### src/hw/rtl/pwi_pkg.sv
`timescale 1ns / 1ps
package pwi_pkg;

  // One input word and one result word.
  typedef struct packed {
    logic signed [31:0] measured_value;
    logic               restart;
  } in_word_t;

  typedef struct packed {
    logic signed [31:0] drive;
    logic signed [31:0] error_now;
    logic signed [31:0] integral_now;
  } out_word_t;

  // Configuration register indexes.
  localparam logic [2:0] CFG_TARGET = 3'd0;
  localparam logic [2:0] CFG_LIMIT  = 3'd1;
  localparam logic [2:0] CFG_GAIN_P = 3'd2;
  localparam logic [2:0] CFG_GAIN_I = 3'd3;
  localparam logic [2:0] CFG_GAIN_D = 3'd4;
  localparam logic [2:0] CFG_PERIOD = 3'd5;

  // Divider steps: the dividend is a 33 bit magnitude shifted up by 24.
  localparam int DIV_STEPS = 57;

  typedef enum logic [1:0] {MUL_NONE, MUL_P, MUL_D, MUL_I} mul_sel_t;
  typedef enum logic [1:0] {ACC_HOLD, ACC_LOAD, ACC_ADD} acc_op_t;

  // Commands from the controller to the datapath.
  typedef struct packed {
    logic     load;
    logic     calc_err;
    logic     clear;
    logic     prep;
    logic     step;
    logic     term;
    logic     integ;
    mul_sel_t mul_sel;
    acc_op_t  acc_op;
    logic     emit;
  } cmd_t;

  // Status from the datapath to the controller.
  typedef struct packed {
    logic fresh;
    logic out_free;
  } status_t;

  // Give a sign to a magnitude and saturate to 32 bits.
  function automatic logic signed [31:0] sat_mag(input logic neg, input logic [63:0] m);
    logic signed [31:0] r;
    if (neg) begin
      if (m >= 64'h8000_0000) r = 32'sh8000_0000;
      else r = -$signed(m[31:0]);
    end else begin
      if (m >= 64'h7FFF_FFFF) r = 32'sh7FFF_FFFF;
      else r = $signed(m[31:0]);
    end
    return r;
  endfunction

  // Saturate a 33 bit signed value to 32 bits.
  function automatic logic signed [31:0] sat33(input logic signed [32:0] v);
    logic signed [31:0] r;
    if (v[32] != v[31]) r = v[32] ? 32'sh8000_0000 : 32'sh7FFF_FFFF;
    else r = v[31:0];
    return r;
  endfunction

endpackage

### src/hw/rtl/pwi_ctrl.sv
`timescale 1ns / 1ps
module pwi_ctrl (
  input  logic             clk,
  input  logic             rst,
  input  logic             in_valid,
  input  pwi_pkg::status_t status,
  output pwi_pkg::cmd_t    cmd,
  output logic             busy
);

  typedef enum logic [3:0] {
    S_IDLE, S_ERR, S_CHK, S_ITER, S_TERM, S_INTEG,
    S_M0, S_M1, S_M2, S_M3, S_DONE
  } state_t;

  localparam logic [5:0] LAST_STEP = 6'(pwi_pkg::DIV_STEPS - 1);

  state_t     state;
  logic [5:0] cnt;

  // Sequencer state and the step counter of the divide loop.
  always_ff @(posedge clk) begin
    if (rst) begin
      state <= S_IDLE;
      cnt   <= '0;
    end else begin
      unique case (state)
        S_IDLE:  if (in_valid) state <= S_ERR;
        S_ERR:   state <= S_CHK;
        S_CHK: begin
          cnt   <= '0;
          state <= status.fresh ? S_M0 : S_ITER;
        end
        S_ITER: begin
          cnt <= cnt + 6'd1;
          if (cnt == LAST_STEP) state <= S_TERM;
        end
        S_TERM:  state <= S_INTEG;
        S_INTEG: state <= S_M0;
        S_M0:    state <= S_M1;
        S_M1:    state <= S_M2;
        S_M2:    state <= S_M3;
        S_M3:    state <= S_DONE;
        S_DONE:  if (status.out_free) state <= S_IDLE;
        default: state <= S_IDLE;
      endcase
    end
  end

  // Command decode.
  always_comb begin
    cmd = '0;
    cmd.mul_sel = pwi_pkg::MUL_NONE;
    cmd.acc_op  = pwi_pkg::ACC_HOLD;
    unique case (state)
      S_IDLE:  cmd.load = in_valid;
      S_ERR:   cmd.calc_err = 1'b1;
      S_CHK: begin
        cmd.clear = status.fresh;
        cmd.prep  = !status.fresh;
      end
      S_ITER:  cmd.step = 1'b1;
      S_TERM:  cmd.term = 1'b1;
      S_INTEG: cmd.integ = 1'b1;
      S_M0:    cmd.mul_sel = pwi_pkg::MUL_P;
      S_M1: begin
        cmd.mul_sel = pwi_pkg::MUL_D;
        cmd.acc_op  = pwi_pkg::ACC_LOAD;
      end
      S_M2: begin
        cmd.mul_sel = pwi_pkg::MUL_I;
        cmd.acc_op  = pwi_pkg::ACC_ADD;
      end
      S_M3:    cmd.acc_op = pwi_pkg::ACC_ADD;
      S_DONE:  cmd.emit = status.out_free;
      default: cmd = '0;
    endcase
  end

  assign busy = (state != S_IDLE);

endmodule

### config.mk
export PLATFORM = sky130hd
export DESIGN_NAME = pwi_ctrl
export DESIGN_NICKNAME = d
export VERILOG_FILES = /design/src/hw/rtl/pwi_pkg.sv /design/src/hw/rtl/pwi_ctrl.sv
export SDC_FILE = /design/constraint.sdc
export NUM_CORES = 1
export LEC_CHECK = 0
export BUFFER_PORTS_ARGS = -buffer_cell sky130_fd_sc_hd__buf_2
export CAP_MARGIN = 20
export CORE_MARGIN = 5
export CORE_UTILIZATION = 45
export CTS_CLUSTER_DIAMETER = 80
export CTS_CLUSTER_SIZE = 16
export DETAILED_ROUTE_END_ITERATION = 7
export GPL_TIMING_DRIVEN = 0
export PLACE_DENSITY_LB_ADDON = 0.3
export SYNTH_ARGS = -nofsm -noshare
export SYNTH_HDL_FRONTEND = slang
export SYNTH_SLANG_ARGS = --single-unit
### constraint.sdc
create_clock -name clk -period 1.5 [get_ports clk]
set_input_delay 0 -clock clk [delete_from_list [all_inputs] [get_ports clk]]
set_output_delay 0 -clock clk [all_outputs]
set_load 0.005 [all_outputs]
After elaboration in Yosys (flattened, before gate mapping)
Index checks and enable logic that the tools add are counted.
{ "word_totals": {"register_bits": 10, "input_bits": 5, "wordCells": 38} }
{ "op_classes": {"add_sub_neg": 1, "n_eq_ne": 14, "n_mux": 15, "n_reduce_logical": 6} }
{ "op_table": {"columns": ["operator", "count"], "rows": [
  ["one-hot mux 4 bit (11 select lines)", 1],
  ["equality test 4 x 3 -> 1 bit, second input constant", 4],
  ["equality test 4 bit, second input constant", 3],
  ["two-way mux 4 bit", 3],
  ["one-hot mux 6 bit (2 select lines)", 1],
  ["equality test 4 x 2 -> 1 bit, second input constant", 2],
  ["adder 6 x 1 -> 6 bit, second input constant", 1],
  ["equality test 6 bit, second input constant", 1],
  ["two-way mux 1 bit", 6],
  ["!= test 2 bit, second input constant", 3],
  ["one-hot mux 2 bit (3 select lines)", 1],
  ["equality test 4 x 1 -> 1 bit, second input constant", 1],
  ["zero test 4 bit", 1],
  ["one-hot mux 2 bit (2 select lines)", 1],
  ["nonzero test 4 bit", 1],
  ["two-way mux 3 bit", 1],
  ["AND reduction 3 bit", 1],
  ["two-way mux 2 bit", 1],
  ["nonzero test 2 bit", 1],
  ["OR reduction 2 bit", 1],
  ["zero test 1 bit", 1]
]} }

Longest topological paths before layout
{ "logic_depth": {"depth_word": 3, "depth_mapped": 5, "depth_no_buf": 5} }

Worst setup path before layout
Ideal clock, no wire load.
{ "synth_timing": {"kind": "reg-to-reg", "from": "register state[1]", "to": "register cnt[4]", "setup_ns": 0.074, "arrival_ns": 1.515, "t_required_ns": 1.426, "path_slack_ns": -0.089, "path_stages_with_launch": 5, "path_buffers": 1, "synth_period_minus_slack_ns": 1.589, "cell_sequence": "dfxtp_1 -> or3b_1 -> buf_2 -> or4b_1 -> a31oi_1"} }
{ "synth_via": {"elab_chain_cells": 2, "elab_cells_between_ends": 4} }
{ "synth_rtl": {"columns": ["item", "line_no", "text"], "rows": [
  ["start, declared", "pwi_ctrl.sv:18", "state_t state;"],
  ["start signal, assigned", "pwi_ctrl.sv:32", "state <= status.fresh ? S_M0 : S_ITER;"],
  ["equality test 4 x 2 -> 1 bit", "pwi_ctrl.sv:27", "unique case (state)"],
  ["one-hot mux 6 bit (2 select lines) / nonzero test 2 bit (equally long branches)", null, null],
  ["end signal, assigned", "pwi_ctrl.sv:35", "cnt <= cnt + 6'd1;"],
  ["end, declared", "pwi_ctrl.sv:19", "logic [5:0] cnt;"]
]} }
Parallel ways exist; a longest one is shown, timed or not.
A chain may end at the register's enable or synchronous reset.

Worst setup path after layout
{ "layout_timing": {"from": "register state[2]", "to": "register cnt[4]"} }
The elaborated chain is that of the path after synthesis.

==> results.md <==
- Family with the most delay on the worst path: simple AND/OR/NAND/NOR gates
- Async SR Flop Fraction: 0%
- Post-Route WL: 1690 microns
- RSZ-0062 raised after global routing: true
- Synth top area share: 29.3%
- Register Area: 206 sq um
- Hold Fails Final Rpt: 0
- Cell with the most instances after synthesis: dfxtp_1
- CTS H-tree lvls: 1
- Placed insts: 125
- Total power: 0.868 mW
- Worst setup path end: cnt[4]$_SDFFE_PP0P_
- Num CTS Buffers: 3
- Initial antenna violation count: 0
- Yosys cell types: 32
- Max-Cap Viols: 0
- Reg-to-Reg End: cnt[4]$_SDFFE_PP0P_
- # setup viols final: 1
- Initial Util: 46.4%
- Total clock sinks: 10
- CP max stage cell: or4b_1
- Number of hold buffers added after cts: 0
- Yosys reg bits: 10
- Hold Path Class: in -> reg
- Clock Tree Buf Depth: 2
- Fin cells: 133
- CTS tree: built
- Post-synth EDFFs: 0
- Total stage count of the critical path: 4
- Root Driver: clkbuf_4
- Crit path DAT: 1.74 ns
- Vias in the first global route: 625
- Slew @ Worst Pin: 0.458 ns
- Fillers: 140
- Share of cells above drive strength 1: 35.9%
- Vias: 735
- Violated checks: negative setup slack
- Xor/xnor cell area share of the yosys netlist: 0%
- Status: finished, violations left
- Critical Path RT: 1.69 ns
- Mux contribution to synthesized area: 1.47%
- Startpoint Class: register
- R2R depth: 4
- Drc violations: 0
- Global Route Usage Sum: 14.2%
- Die height: 49.0 microns
- Routed wire per std cell: 12.7 microns
- CP Launch Point: state[2]$_SDFFE_PP0P_
- Width of the die: 49.0 microns
- Clock-pin slew on the worst setup and hold paths: 0.06 ns
- Core ar.: 1470 sq um
- Fin Setup TNS: -0.0564 ns
- Cells after Synth: 92
- Diode count: 0
- GR Overflow Total: 0
- Relative slew slack: 69.5%
- Main combinational cell family by area after synthesis: simple AND/OR/NAND/NOR gates
- Row count: 14
- Compound-cell area share of the yosys netlist: 18.7%
- Final Skew: 0.00363 ns
- Area of the multi-input gates: 472 sq um
- Largest fanout on the critical path: 5
- Cell taking the most area after synthesis: dfxtp_1
- Leakage power: 0.394 nW
- Routability cong.: 0.808
- Die area: 2400 sq um
- Clk_lat worst skew: 0.26 ns
- Minimum clock period: 1.56 ns
- Synth Area in Simple Gates: 41.2%
- Peak supply drop: 0.000606 V
- Final worst slack: -0.0564 ns
- Slew Viols, Final: 0
- Yosys warnings: 0
- Sequential share of the synthesized area: 29.3%
- Top_reg_cell synth: dfxtp_1
- Top cells by count, synth: dfxtp_1 (10), nand2_1 (9), nor2_1 (7)
- PortBufs: 17
- Crit. End Element: register
- DP Wirelength: 1190 microns
- R2R Setup Slk: -0.06 ns
- Cell area after synthesis: 683 sq um
- Mean Syn Cell Area: 7.43 sq um
- Maximum clock rate: 0.643 GHz
- First-pass GRT wire length: 2830 microns
- Adder-cell share of the synthesized area: 3.66%
- Final #Nets: 126
- DR pass1 iterations: 4
- Antenna Nets Post-Route: 0
- Boundary Pins: 18
- Worst path cell trace: or3b_4 > buf_6 > or4b_1 > a31oi_1
- Synthesis-to-layout area growth: 31.7%
- Crit Path Class: reg -> reg
- Hold Slack: 0.0614 ns
- Vias/cell: 5.53
- Synth Net Count: 99
- Initial DRC Count: 5
- Fin crit share: 104%
- Worst stage delay on the critical path: 0.47 ns
- Largest net degree at the start of global routing: 11
- R2R Path Start: state[2]$_SDFFE_PP0P_
- CP bufs+invs: 1
- Core Util, Final: 61.1%
- Pwr dens: 965 nW/um^2
- Area contributors post-synth: dfxtp_1 (29%), nand2b_1 (5.5%), nor2b_1 (5.5%)
## layout by cell type, fill, tap and decap left out, types with 2 or more instances in the layout
| cell | count |
|---|---|
| a31oi_1 | 4 |
| inv_1 | 3 |
| nand3_1 | 4 |
| o21ai_0 | 6 |
| nor3_1 | 2 |
| a21oi_1 | 5 |
| dfxtp_2 | 2 |
| buf_4 | 6 |
| nand2_1 | 9 |
| dfxtp_1 | 7 |
| buf_2 | 17 |
| clkbuf_4 | 4 |
| nor2_1 | 6 |
| ha_1 | 2 |
| nand2b_1 | 6 |
| clkbuf_2 | 3 |
| nor2b_1 | 5 |
| or4b_1 | 2 |
## cell families (layout without fill, tap and decap cells)
logic type / count (synthesis) / in the layout
AO/OA/AOI/OAI: 21 / 21
buffers and inverters: 10 / 35
multiplexers: 1 / 1
AND/OR/NAND/NOR: 48 / 48
adder cells (fa/ha/maj): 2 / 2
flip-flops: 10 / 10
## area by class of cell
class	instances	area share [%]
well taps	16	2.23
plain buffers	7	5.01
inverters	3	1.25
flip-flops and latches	10	22.9
multi-input cells	72	52.4
clock buffers	3	2.50
repair buffers	22	13.6
## repair_timing
action,in CTS,in global routing
setup endpoints to repair,12,13
endpoints found under the hold margin,0,0
gates resized for setup,8,12
buffers inserted,4,1
pin swaps,1,4
## through the flow
stage / setup WS [ns] / area [sq um]
after detailed placement: -0.0859 / 796
after floorplan: 0.0173 / 691
after CTS: -0.0718 / 862
final: -0.0564 / 900
after global placement: -0.0657 / 796
after global routing: -0.133 / 900
## state kept, by name, indices dropped and copies added (netlist names)
signal	flops
cnt	6
state	4
## worst reg2reg max path, delay by kind of cell, from the launching register on
kind / cells / cell delay, ns
simple gates: 2 / 0.86
buf+inv: 1 / 0.14
flops: 1 / 0.33
compound gates: 1 / 0.15
## routing by layer
layer / vias up / GRT usage, % / part of all wire (%) / routed length, microns
met5: - / 0 / 0 / 0
met4: 0 / 1.35 / 0 / 0
met3: 0 / 4.89 / 3.7 / 62
met2: 8 / 21.7 / 46 / 771
met1: 343 / 19.9 / 51 / 857
li1: 384 / - / - / -
## power breakdown
part	switching, mW	internal (mW)	leakage, nW	total [mW]
combinational	0.196	0.187	0.297	0.383
sequential	0.0160	0.290	0.0827	0.306
clock	0.0873	0.0925	0.0138	0.180
## how the worst min path moves through the flow
stage / endpoint / slack (ns) / startpoint / cells after the start
2_1_floorplan: cmd[8] / 0.03 / status[1] / 1
3_3_place_gp: cmd[8] / 0.28 / status[1] / 3
3_5_place_dp: cmd[8] / 0.28 / status[1] / 3
4_1_cts: state[3]$_SDFFE_PP0P_ / 0.05 / status[0] / 4
5_1_grt: state[3]$_SDFFE_PP0P_ / 0.08 / status[0] / 4
6_report: state[3]$_SDFFE_PP0P_ / 0.06 / status[0] / 4
Power figures use the tool's default switching activity.
